===== src/hw/rtl/wyh_pkg.sv =====
// wyh_pkg: shared types, constants and byte-select helpers for the wyhash core.
// No dependencies; imported by every module of the block.
package wyh_pkg;

    localparam logic [63:0] SECRET0 = 64'h2d358dccaa6c78a5;
    localparam logic [63:0] SECRET1 = 64'h8bb84b93962eacc9;
    localparam logic [63:0] SECRET2 = 64'h4b33a62ed433d4a3;
    localparam logic [63:0] SECRET3 = 64'h4d5a2da51de1aa47;
    localparam int BLOCK_BYTES = 48;
    localparam int ROUND_BYTES = 16;

    typedef struct packed {
        logic [63:0] word;
        logic [31:0] len;
        logic [63:0] seed;
        logic        first;
        logic        empty;
    } item_t;

    typedef struct packed {
        logic        start;
        logic [63:0] x;
        logic [63:0] y;
    } mul_req_t;

    typedef struct packed {
        logic        busy;
        logic        done;
        logic [63:0] result;
    } mul_stat_t;

    typedef enum logic [3:0] {
        ST_IDLE, ST_ADV, ST_MRD, ST_MGO, ST_MWAIT, ST_CHECK,
        ST_FRD0, ST_FRD1, ST_FOPS, ST_FM1W, ST_FM2GO, ST_FM2W, ST_FOUT
    } back_state_t;

    // Four little-endian bytes starting at byte idx of a 16-byte buffer.
    function automatic logic [31:0] le4(input logic [127:0] w, input logic [3:0] idx);
        logic [127:0] s;
        s = w >> {idx, 3'b000};
        return s[31:0];
    endfunction

    function automatic logic [7:0] byte_at(input logic [127:0] w, input logic [3:0] idx);
        logic [127:0] s;
        s = w >> {idx, 3'b000};
        return s[7:0];
    endfunction

endpackage


===== src/hw/rtl/wyh_front.sv =====
// wyh_front: accepts stream words, tags them and holds them in a two-entry queue.
// Depends on wyh_pkg.
module wyh_front #(
    parameter int LEN_BITS = 32
) (
    input  logic           aclk,
    input  logic           aresetn,
    input  logic           in_valid,
    output logic           in_ready,
    input  logic [63:0]    in_word,
    input  logic [31:0]    in_len,
    input  logic [63:0]    in_seed,
    input  logic           in_first,
    output logic           q_valid,
    output wyh_pkg::item_t q_item,
    input  logic           q_pop
);
    import wyh_pkg::*;

    localparam logic [31:0] LEN_MASK = (LEN_BITS >= 32) ? 32'hffffffff
                                     : 32'((64'd1 << LEN_BITS) - 64'd1);

    item_t       fifo_mem [2];
    logic        wr_ptr_reg, rd_ptr_reg;
    logic [1:0]  count_reg;
    logic        push, pop;
    item_t       in_item;

    assign in_ready = (count_reg != 2'd2);
    assign push     = in_valid && in_ready;
    assign q_valid  = (count_reg != 2'd0);
    assign pop      = q_pop && q_valid;
    assign q_item   = fifo_mem[rd_ptr_reg];

    always_comb begin
        in_item.word  = in_word;
        in_item.len   = in_len & LEN_MASK;
        in_item.seed  = in_seed;
        in_item.first = in_first;
        in_item.empty = in_first && ((in_len & LEN_MASK) == 32'd0);
    end

    always_ff @(posedge aclk) begin
        if (push) begin
            fifo_mem[wr_ptr_reg] <= in_item;
        end
    end

    always_ff @(posedge aclk) begin
        if (!aresetn) begin
            wr_ptr_reg <= 1'b0;
            rd_ptr_reg <= 1'b0;
            count_reg  <= 2'd0;
        end else begin
            if (push) wr_ptr_reg <= ~wr_ptr_reg;
            if (pop)  rd_ptr_reg <= ~rd_ptr_reg;
            count_reg <= count_reg + {1'b0, push} - {1'b0, pop};
        end
    end
endmodule


===== config.mk =====
export PLATFORM = sky130hd
export DESIGN_NAME = wyh_front
export DESIGN_NICKNAME = d
export VERILOG_FILES = /design/src/hw/rtl/wyh_pkg.sv /design/src/hw/rtl/wyh_front.sv
export SDC_FILE = /design/constraint.sdc
export NUM_CORES = 1
export LEC_CHECK = 0
export BUFFER_PORTS_ARGS = -buffer_cell sky130_fd_sc_hd__clkbuf_2
export CAP_MARGIN = 30
export CORE_MARGIN = 2
export CORE_UTILIZATION = 41
export CTS_BUF_LIST = sky130_fd_sc_hd__clkbuf_4
export DETAILED_ROUTE_END_ITERATION = 10
export GPL_TIMING_DRIVEN = 0
export MAX_ROUTING_LAYER = met4
export PLACE_DENSITY_LB_ADDON = 0.25
export SLEW_MARGIN = 5
export SYNTH_ARGS = -nofsm -noshare
export SYNTH_HDL_FRONTEND = slang
export SYNTH_SLANG_ARGS = --single-unit

===== constraint.sdc =====
create_clock -name aclk -period 5.8 [get_ports aclk]
set_input_delay 0.29 -clock aclk [delete_from_list [all_inputs] [get_ports aclk]]
set_output_delay 0.29 -clock aclk [all_outputs]
set_load 0.05 [all_outputs]

==> results of run 1 <==
[routing by layer]
metal	up-vias	global-route usage, %	part of all wire [%]
li1	3395	-	-
met1	3481	18.6	38
met2	308	27.7	49
met3	59	6.79	9.6
met4	0	7.34	2.7
met5	-	-	0
[worst reg2reg max path, stage by stage, from the launching register on]
cell,delay [ns]
dfxtp_1,0.37
nand2b_1,0.22
nand3b_1,0.24
inv_8,0.42
buf_16,0.39
[logic make-up after synthesis]
| family | after synthesis |
|---|---|
| adders and majority gates | 2 |
| xor gates and xnor gates | 3 |
| AOI/OAI and AO/OA | 3 |
| buffers and inverters | 21 |
| and+or+nand+nor | 21 |
| muxes | 162 |
| DFF | 329 |
[stage by stage]
stage	cell area [um2]	total power [mW]
floorplan	12300	5.19
global placement	14400	5.80
detailed placement	14500	5.76
CTS	17200	7.82
global route	17300	8.08
finish	17300	7.70
[placed cells by master (no fill, tap or decap), types with 4 or more instances in the layout]
master	n
buf_6	10
clkbuf_4	131
nor4_1	6
mux2_4	80
clkbuf_2	328
mux2_2	82
dlygate4sd3_1	164
dfxtp_1	5
clkinv_1	5
buf_2	8
nor2_1	4
diode_2	4
edfxtp_1	324
[cell usage after synthesis]
master / n / area (um2)
nand3b_1: 1 / 7.51
a21bo_2: 1 / 10.0
nand2_1: 1 / 3.75
nor4_1: 6 / 37.5
xor2_1: 1 / 8.76
dfxtp_1: 5 / 100
and2_1: 1 / 6.26
mux2_2: 82 / 923
nand4_1: 2 / 12.5
nor3_1: 1 / 5.00
ha_1: 2 / 25.0
o21a_1: 1 / 7.51
inv_1: 3 / 11.3
nor2_1: 4 / 15.0
a21oi_1: 1 / 5.00
nand2b_1: 1 / 6.26
or3_1: 1 / 6.26
buf_2: 8 / 40.0
buf_6: 10 / 113
edfxtp_1: 324 / 9730
and3_1: 1 / 6.26
xnor2_1: 2 / 17.5
mux2_4: 80 / 1200
or2_2: 1 / 6.26
nor4b_1: 1 / 8.76
[what timing repair did]
action	CTS	global route
hold buffers	164	0
buffers inserted	0	0
endpoints found under the hold margin	329	0
[final timing paths]
kind,start,end,slack [ns],cells after the start
worst min register to register,rd_ptr_reg,register,0.53,2
worst min-delay path,in_word[11],fifo_mem[0][109],0.35,2
worst max-delay path,register,q_item[98],3.39,5
worst max register to register,count_reg[0],fifo_mem[0][18],3.61,4
[report_power, final]
group,internal (mW),switching [mW]
clock network,1.06,0.876
registers,2.95,0.0603
logic,0.861,1.90
total,4.87,2.83
[final cells by class]
type                       instances  area (um2)
fill                            2368       12400
sequential                       329        9830
timing repair buffer             495        3370
multi-input combinational        191        2320
clock buffer                     131         983
tap                              390         488
buffer                            18         153
clock inverter                    11        82.6
inverter                           3        18.8
antenna                            4        10.0
==> impl_metrics.json, run 1 <==
{
  "outcome": "finished clean",
  "cts_sinks": 329,
  "root_buffer": "clkbuf_4",
  "synth_cell_type_count": 25,
  "cp-end-kind": "primary output",
  "io_buffers": 328,
  "whs_ns": 0.346,
  "firstDrtPassIters": 6,
  "drive_gt1_share_pct": 55.3,
  "synth-compound-area-share_pct": 0.183,
  "ant_nets": 0,
  "grt_pass1_vias": 7896,
  "synth_nets": 708,
  "ctsLongestPathBuffers": 3,
  "grt_overflow": 0,
  "crit_top_cell": "buf_6",
  "cp.arrival_ns": 2.12,
  "slowest_stage": "mux2_4",
  "cap_violations": 0,
  "yosys.area_share.simple_pct": 0.986,
  "drt-initial-drc-count": 267,
  "synth_cells": 541,
  "die_area_um2": 31400,
  "final_core_util_pct": 58.2,
  "drc": 0,
  "gp_congestion": 0.728,
  "antenna_found_initial": 3,
  "power_density_nw_per_um2": 447,
  "worst_slack_ns": 3.39,
  "ys_seq_elements": 329,
  "finClkSkew_ns": 0.0463,
  "wire_per_inst_um": 16.7,
  "hold_viol_final": 0,
  "crit_family": "buffers and inverters",
  "crit_chain": "buf_6, buf_6, buf_6, mux2_4, clkbuf_2",
  "cts-buffers-inserted": 86,
  "place_ws_ns": 3.58,
  "htreeDepth": 3,
  "synth_top_family_by_area": "multiplexers",
  "num_io_pins": 329,
  "clk_latency_ns": 0.66,
  "coreArea_um2": 29600,
  "instances_no_fill": 1572,
  "min_period_ns": 2.41,
  "timing.setup.tns_ns": 0,
  "worstSetupPathType": "reg -> out",
  "vias": 7243,
  "viasPerCell": 4.61,
  "placementRows": 63,
  "worstPathRequired_ns": 5.51,
  "synthMuxAreaShare_pct": 17.3,
  "cp-start-kind": "register",
  "peakVddDrop_uv": 257,
  "dp_hpwl_mm": 16.5,
  "slowest_delay_ns": 0.33,
  "grt_max_degree": 88,
  "leakagePower_nw": 6.85,
  "path_buf_inv": 4,
  "dp_cells": 1262,
  "yosysSeqAreaShare_pct": 79.8,
  "report.final.slew_viol_count": 0,
  "finalWirelength_mm": 26.2,
  "fmax_mhz": 415,
  "timing.final.crit_share_pct": 41.6,
  "rsz0062_at_grt": "false",
  "yosys_warnings": 0,
  "die_x_um": 177,
  "initial_utilization_pct": 41.5,
  "max_slew.worst_pin.slew_ns": 0.809,
  "area_growth_pct": 40.1,
  "die_height_um": 177,
  "synth_xor_xnor_area_share_pct": 0.213,
  "cts_tree": "built",
  "finalSetupViolations": 0,
  "grt_util_all_layers_pct": 17.1,
  "synth_fa_ha_area_share_pct": 0.203,
  "hold_path_class": "in -> reg",
  "post_cts_resized": 0,
  "avgSynthCellArea_um2": 22.8,
  "largest_reg_flops": 324,
  "synth.cell_area_um2": 12300,
  "clkTransAtPathRegs_ns": 0.06,
  "final_nets": 1291,
  "relSlewSlack_pct": 46.1,
  "grt_pass1_wl_mm": 40.3,
  "crit_fanout": 10
}
(Power assumes the default switching activity.)
==> run 2: changes to the inputs <==
==> constraint.sdc (replaced) <==
create_clock -name aclk -period 2.2 [get_ports aclk]
set_input_delay 0.11 -clock aclk [delete_from_list [all_inputs] [get_ports aclk]]
set_output_delay 0.11 -clock aclk [all_outputs]
set_load 0.05 [all_outputs]
==> run 2 against run 1 <==
  * Cell count is 0.51% higher
  * Sequential power grew to 2.6 times the previous value
  * Clock skew is 0.0024 ns higher
  * Largest cell class unchanged
  * Die area stayed put
  * Cell area is 3.7% higher
  * Worst hold slack worse by 0.18 ns
  * Setup slack worse by 3.3 ns
  * Clock power grew to 2.5 times the previous value
  * Global-route usage is 0.36 points higher
  * First-iteration DRC count is 0.75% higher
==> impl_metrics.json, run 2 (synthesis gave the netlist of run 1 again) <==
{
  "outcome": "finished clean",
  "fmax_mhz": 479,
  "firstDrtPassIters": 4,
  "ctsLongestPathBuffers": 3,
  "cap_violations": 0,
  "rsz0062_at_grt": "true",
  "slowest_stage": "dfxtp_4",
  "peakVddDrop_uv": 689,
  "hold_viol_final": 0,
  "crit_fanout": 10,
  "largest_reg_flops": 324,
  "whs_ns": 0.162,
  "reg2reg_slack_ns": 0.16,
  "viasPerCell": 4.60,
  "finClkSkew_ns": 0.0486,
  "switching_share_pct": 36.3,
  "die_area_um2": 31400,
  "netSwitchingPower_mw": 7.65,
  "vias": 7273,
  "placementRows": 63,
  "timing.setup.tns_ns": 0,
  "timing.final.crit_share_pct": 94.8,
  "io_buffers": 328,
  "finalWirelength_mm": 27.6,
  "clkPwrFrac_pct": 23.2,
  "num_io_pins": 329,
  "final_nets": 1301,
  "dr_wl_met3_mm": 2.54,
  "grt_pass1_wl_mm": 40.9,
  "relSlewSlack_pct": 44.3,
  "hold_path_class": "in -> reg",
  "crit_family": "buffers and inverters",
  "wl_met1_mm": 10.9,
  "slowest_delay_ns": 0.37,
  "coreArea_um2": 29600,
  "worst_slack_ns": 0.114,
  "gp_congestion": 0.738,
  "initial_utilization_pct": 41.5,
  "drt-initial-drc-count": 269,
  "drive_gt1_share_pct": 55.6,
  "grt_max_degree": 59,
  "place_ws_ns": -0.301,
  "die_height_um": 177,
  "cts_sinks": 329,
  "layout_common_cells": "edfxtp_1, clkbuf_2, dlygate4sd3_1",
  "worstSetupPathType": "reg -> out",
  "power_density_nw_per_um2": 1180,
  "htreeDepth": 3,
  "antenna_found_initial": 2,
  "cts_tree": "built",
  "cp.arrival_ns": 1.98,
  "worstPathRequired_ns": 2.09,
  "top_layer": "met4",
  "clk_latency_ns": 0.68,
  "route.met2.wl_mm": 13.7,
  "crit_chain": "clkbuf_16, clkbuf_4, mux2_2, clkbuf_2",
  "max_slew.worst_pin.slew_ns": 0.836,
  "grt_pass1_vias": 7888,
  "final_common_cell": "edfxtp_1",
  "grt_overflow": 0,
  "root_buffer": "clkbuf_4",
  "wire_per_inst_um": 17.5,
  "cts-buffers-inserted": 86,
  "ant_nets": 0,
  "pwr-share-seq_pct": 37.8,
  "finalSetupViolations": 0,
  "cp-end-kind": "primary output",
  "min_period_ns": 2.09,
  "share_comb_of_total_power_pct": 39.0,
  "p_int_mw": 13.4,
  "clkTransAtPathRegs_ns": 0.06,
  "area_growth_pct": 45.3,
  "leakagePower_nw": 7.02,
  "grt_util_all_layers_pct": 17.4,
  "dp_hpwl_mm": 16.8,
  "report.final.slew_viol_count": 0,
  "drc": 0,
  "path_buf_inv": 3,
  "cp-start-kind": "register",
  "die_x_um": 177,
  "fill_cells": 2250
}
## run 2: cell types whose count changed in the layout (fill, tap and decap cells not counted), moves of 3 or more
cell and delta:
buf_12 +13, buf_6 +23, clkinv_1 +5, clkbuf_2 -133, clkbuf_16 +4, buf_2 +44, buf_8 +7, dfxtp_1 -3
buf_4 +41, clkbuf_8 +5
## run 2: final timing paths
kind,start,end,cells past startpoint
worst max-delay path,register,q_item[38],4
worst min-delay path,in_seed[19],fifo_mem[1][21],2
worst max register to register,count_reg[0],fifo_mem[0][159],6
worst min register to register,rd_ptr_reg,register,2
## run 2: cell type report
| type | instances | area, um2 | share of cell area (%) |
|---|---|---|---|
| Timing Repair inverter | 1 | 5.00 | 0.0280 |
| Timing Repair Buffer | 504 | 3940 | 22.0 |
| Sequential cell | 329 | 9840 | 55.0 |
| Buffer | 18 | 255 | 1.43 |
| Tap cell | 390 | 488 | 2.73 |
| Antenna cell | 2 | 5.00 | 0.0280 |
| Inverter | 3 | 15.0 | 0.0839 |
| Clock buffer | 125 | 938 | 5.24 |
| Clock inverter | 17 | 83.8 | 0.468 |
| Multi-Input combinational cell | 191 | 2330 | 13.0 |
## run 2: stage by stage
step | utilization (%) | cells | area [um2] | total power [mW]
2_1_floorplan | - | 541 | 12300 | 13.7
3_3_place_gp | 48.8 | 1259 | 14500 | 15.2
3_5_place_dp | 49.2 | 1265 | 14600 | 15.3
4_1_cts | 59.4 | 1574 | 17600 | 20.8
5_1_grt | 60.4 | 1580 | 17900 | 22.0
6_report | 60.4 | 1580 | 17900 | 21.0
## run 2: power by group through the flow
stage                     sequential [mW]  clock, mW  combinational [mW]
after detailed placement             8.07          0                7.18
final                                7.95       4.89                8.20
after CTS                            7.94       5.07                7.81
after global placement               8.17          0                7.06
after floorplan                      8.10          0                5.55
after global routing                 8.01       5.41                8.56
## run 2: layer usage
metal | track usage (%) | up-vias
met5 | - | -
met4 | 6.01 | 0
met3 | 6.75 | 45
met2 | 28.7 | 319
met1 | 19.4 | 3500
li1 | - | 3409
## run 2: what timing repair did
item	CTS	global route
hold buffers	164	0
gates cloned	1	4
endpoints found under the hold margin	329	0
setup endpoints to repair	200	150
pin swaps	0	0
buffers inserted	2	0
resized for setup	102	181
## run 2: worst register-to-register path, stage by stage (launching register included)
cell	delay (ns)
dfxtp_2	0.34
nand2b_4	0.14
nand3b_1	0.23
clkinvlp_4	0.19
buf_12	0.24
buf_12	0.27
buf_12	0.28
==> run 3: changes to the inputs <==
==> constraint.sdc (replaced) <==
create_clock -name aclk -period 1.9 [get_ports aclk]
set_input_delay 0.095 -clock aclk [delete_from_list [all_inputs] [get_ports aclk]]
set_output_delay 0.095 -clock aclk [all_outputs]
set_load 0.01 [all_outputs]
==> run 3 against run 2 <==
  * The flow now finishes with violations (negative setup slack)
  * Utilization up 1.4 points
  * Critical path depth rose by 1
  * Sequential share of layout area is 1.3 points lower
  * Setup slack lost 0.22 ns
  * Cell count is 0.76% higher
  * Clock-buffer cell count unchanged
  * Via count grew 1.6%
  * Non-clock buffer count increased by 12
  * Global-route usage grew 0.28 points
  * Critical endpoint is now q_item[118]
  * Largest power group is now sequential cells
==> impl_metrics.json, run 3 (synthesis gave the netlist of run 1 again) <==
{
  "reg2reg_slack_ns": 0.16,
  "area_growth_pct": 48.8,
  "dp_cells": 1265,
  "finClkSkew_ns": 0.0564,
  "power_mw": 21.9,
  "num_io_pins": 329,
  "timing.final.crit_share_pct": 105,
  "peakVddDrop_uv": 721,
  "cp.arrival_ns": 1.91,
  "final_core_util_pct": 61.8,
  "firstDrtPassIters": 4,
  "max_slew.worst_pin.slew_ns": 0.750,
  "gp_congestion": 0.738,
  "instances_no_fill": 1592,
  "r2r_cells": 3,
  "antenna_found_initial": 1,
  "wire_per_inst_um": 18.4,
  "clk_latency_ns": 0.69,
  "final_nets": 1314,
  "cp-end-kind": "primary output",
  "power_density_nw_per_um2": 1200,
  "vias": 7393,
  "cp-start-kind": "register",
  "root_buffer": "clkbuf_4",
  "report.final.slew_viol_count": 0,
  "cts-buffers-inserted": 86,
  "leakagePower_nw": 7.31,
  "grt_overflow": 0,
  "htreeDepth": 3,
  "ctsLongestPathBuffers": 3,
  "die_x_um": 177,
  "die_height_um": 177,
  "relSlewSlack_pct": 50.0,
  "min_period_ns": 2.00,
  "hold_start": "in_seed[19]",
  "rsz0062_at_grt": "true",
  "viasPerCell": 4.64,
  "finalWirelength_mm": 29.2,
  "io_buffers": 328,
  "r2r-start": "count_reg[0]",
  "grt_util_all_layers_pct": 17.7,
  "crit_fanout": 10,
  "drt-initial-drc-count": 310,
  "ant_nets": 0,
  "outcome": "finished, violations left",
  "violations": "negative setup slack",
  "hold_viol_final": 0,
  "layout_common_cells": "edfxtp_1, clkbuf_2, dlygate4sd3_1",
  "cap_violations": 0,
  "worstPathRequired_ns": 1.80,
  "grt_pass1_vias": 7979,
  "hold_path_class": "in -> reg",
  "fmax_mhz": 500,
  "drc": 0,
  "cts_tree": "built",
  "initial_utilization_pct": 41.5,
  "finalSetupViolations": 140,
  "coreArea_um2": 29600,
  "worstSetupPathType": "reg -> out",
  "hold_path_depth": 2,
  "dp_hpwl_mm": 16.8,
  "grt_pass1_wl_mm": 41.5,
  "die_area_um2": 31400,
  "largest_reg_flops": 324,
  "clkTransAtPathRegs_ns": 0.07,
  "placementRows": 63,
  "holdPathEnd": "fifo_mem[1][21]",
  "worst_slack_ns": -0.101,
  "grt_max_degree": 68,
  "reg2reg_to": "fifo_mem[1][126]",
  "drive_gt1_share_pct": 56.1,
  "cts_sinks": 329,
  "final_common_cell": "edfxtp_1"
}
run 3: changes by cell type in the layout (fill, tap and decap cells not counted), moves of 6 or more:
cell      previous run  this run
clkbuf_4           131       125
buf_6               33        49
clkbuf_2           195       272
mux2_4              80       125
buf_4               41         7
mux2_2              82        37
buf_2               52         1
run 3: timing repair:
item / CTS / global route
gates cloned: 4 / 7
setup endpoints to repair: 408 / 211
hold buffers: 164 / 0
endpoints found under the hold margin: 329 / 0
setup buffers: 7 / 5
gates resized for setup: 54 / 184
pin swaps: 2 / 0
run 3: metrics by stage:
stage	setup TNS [ns]	instance area, um2	hold slack, ns	setup WS [ns]
final	-8.72	18300	0.135	-0.101
after global routing	-26.41	18300	0.0805	-0.222
after CTS	-27.32	17600	0.0682	-0.238
after detailed placement	-54.43	14600	0.288	-0.601
after global placement	-866.61	14500	0.285	-3.15
after floorplan	-414.40	12300	0.194	-1.52
run 3: critical path, stage by stage (launching register included):
cell and delay (ns):
dfxtp_4 0.37, buf_12 0.13, clkbuf_16 0.16, buf_12 0.15, mux2_4 0.31, clkbuf_2 0.14
run 3: final cells by class:
cell class              count  area (um2)
repair inverters            1        7.51
diodes                      1        2.50
fillers                  2205       11300
clock inverters            17        83.8
well taps                 390         488
flip-flops and latches    329        9840
inverters                   3        15.0
clock buffers             125         938
multi-input cells         192        2510
plain buffers              16         310
repair buffers            518        4130
run 3: metal layers:
layer / track usage [%] / up-vias / wire length (um)
met2: 29.7 / 320 / 14700
met3: 6.56 / 33 / 2500
met5: - / - / 0
met1: 19.6 / 3598 / 11600
li1: - / 3442 / -
met4: 5.64 / 0 / 418
run 3: report_power, final:
group          switching, mW  internal [mW]  total [mW]
Clock                   2.69           3.00        5.69
Sequential             0.220           9.00        9.22
Combinational           3.08           3.93        7.01
Total                   5.99           15.9        21.9
run 3: how the worst max path moves through the flow:
stage	to	cells past startpoint
2_1_floorplan	fifo_mem[0][0]	3
6_report	q_item[118]	5
4_1_cts	q_item[122]	5
3_3_place_gp	fifo_mem[0][154]	3
5_1_grt	q_item[90]	5
3_5_place_dp	fifo_mem[0][154]	6
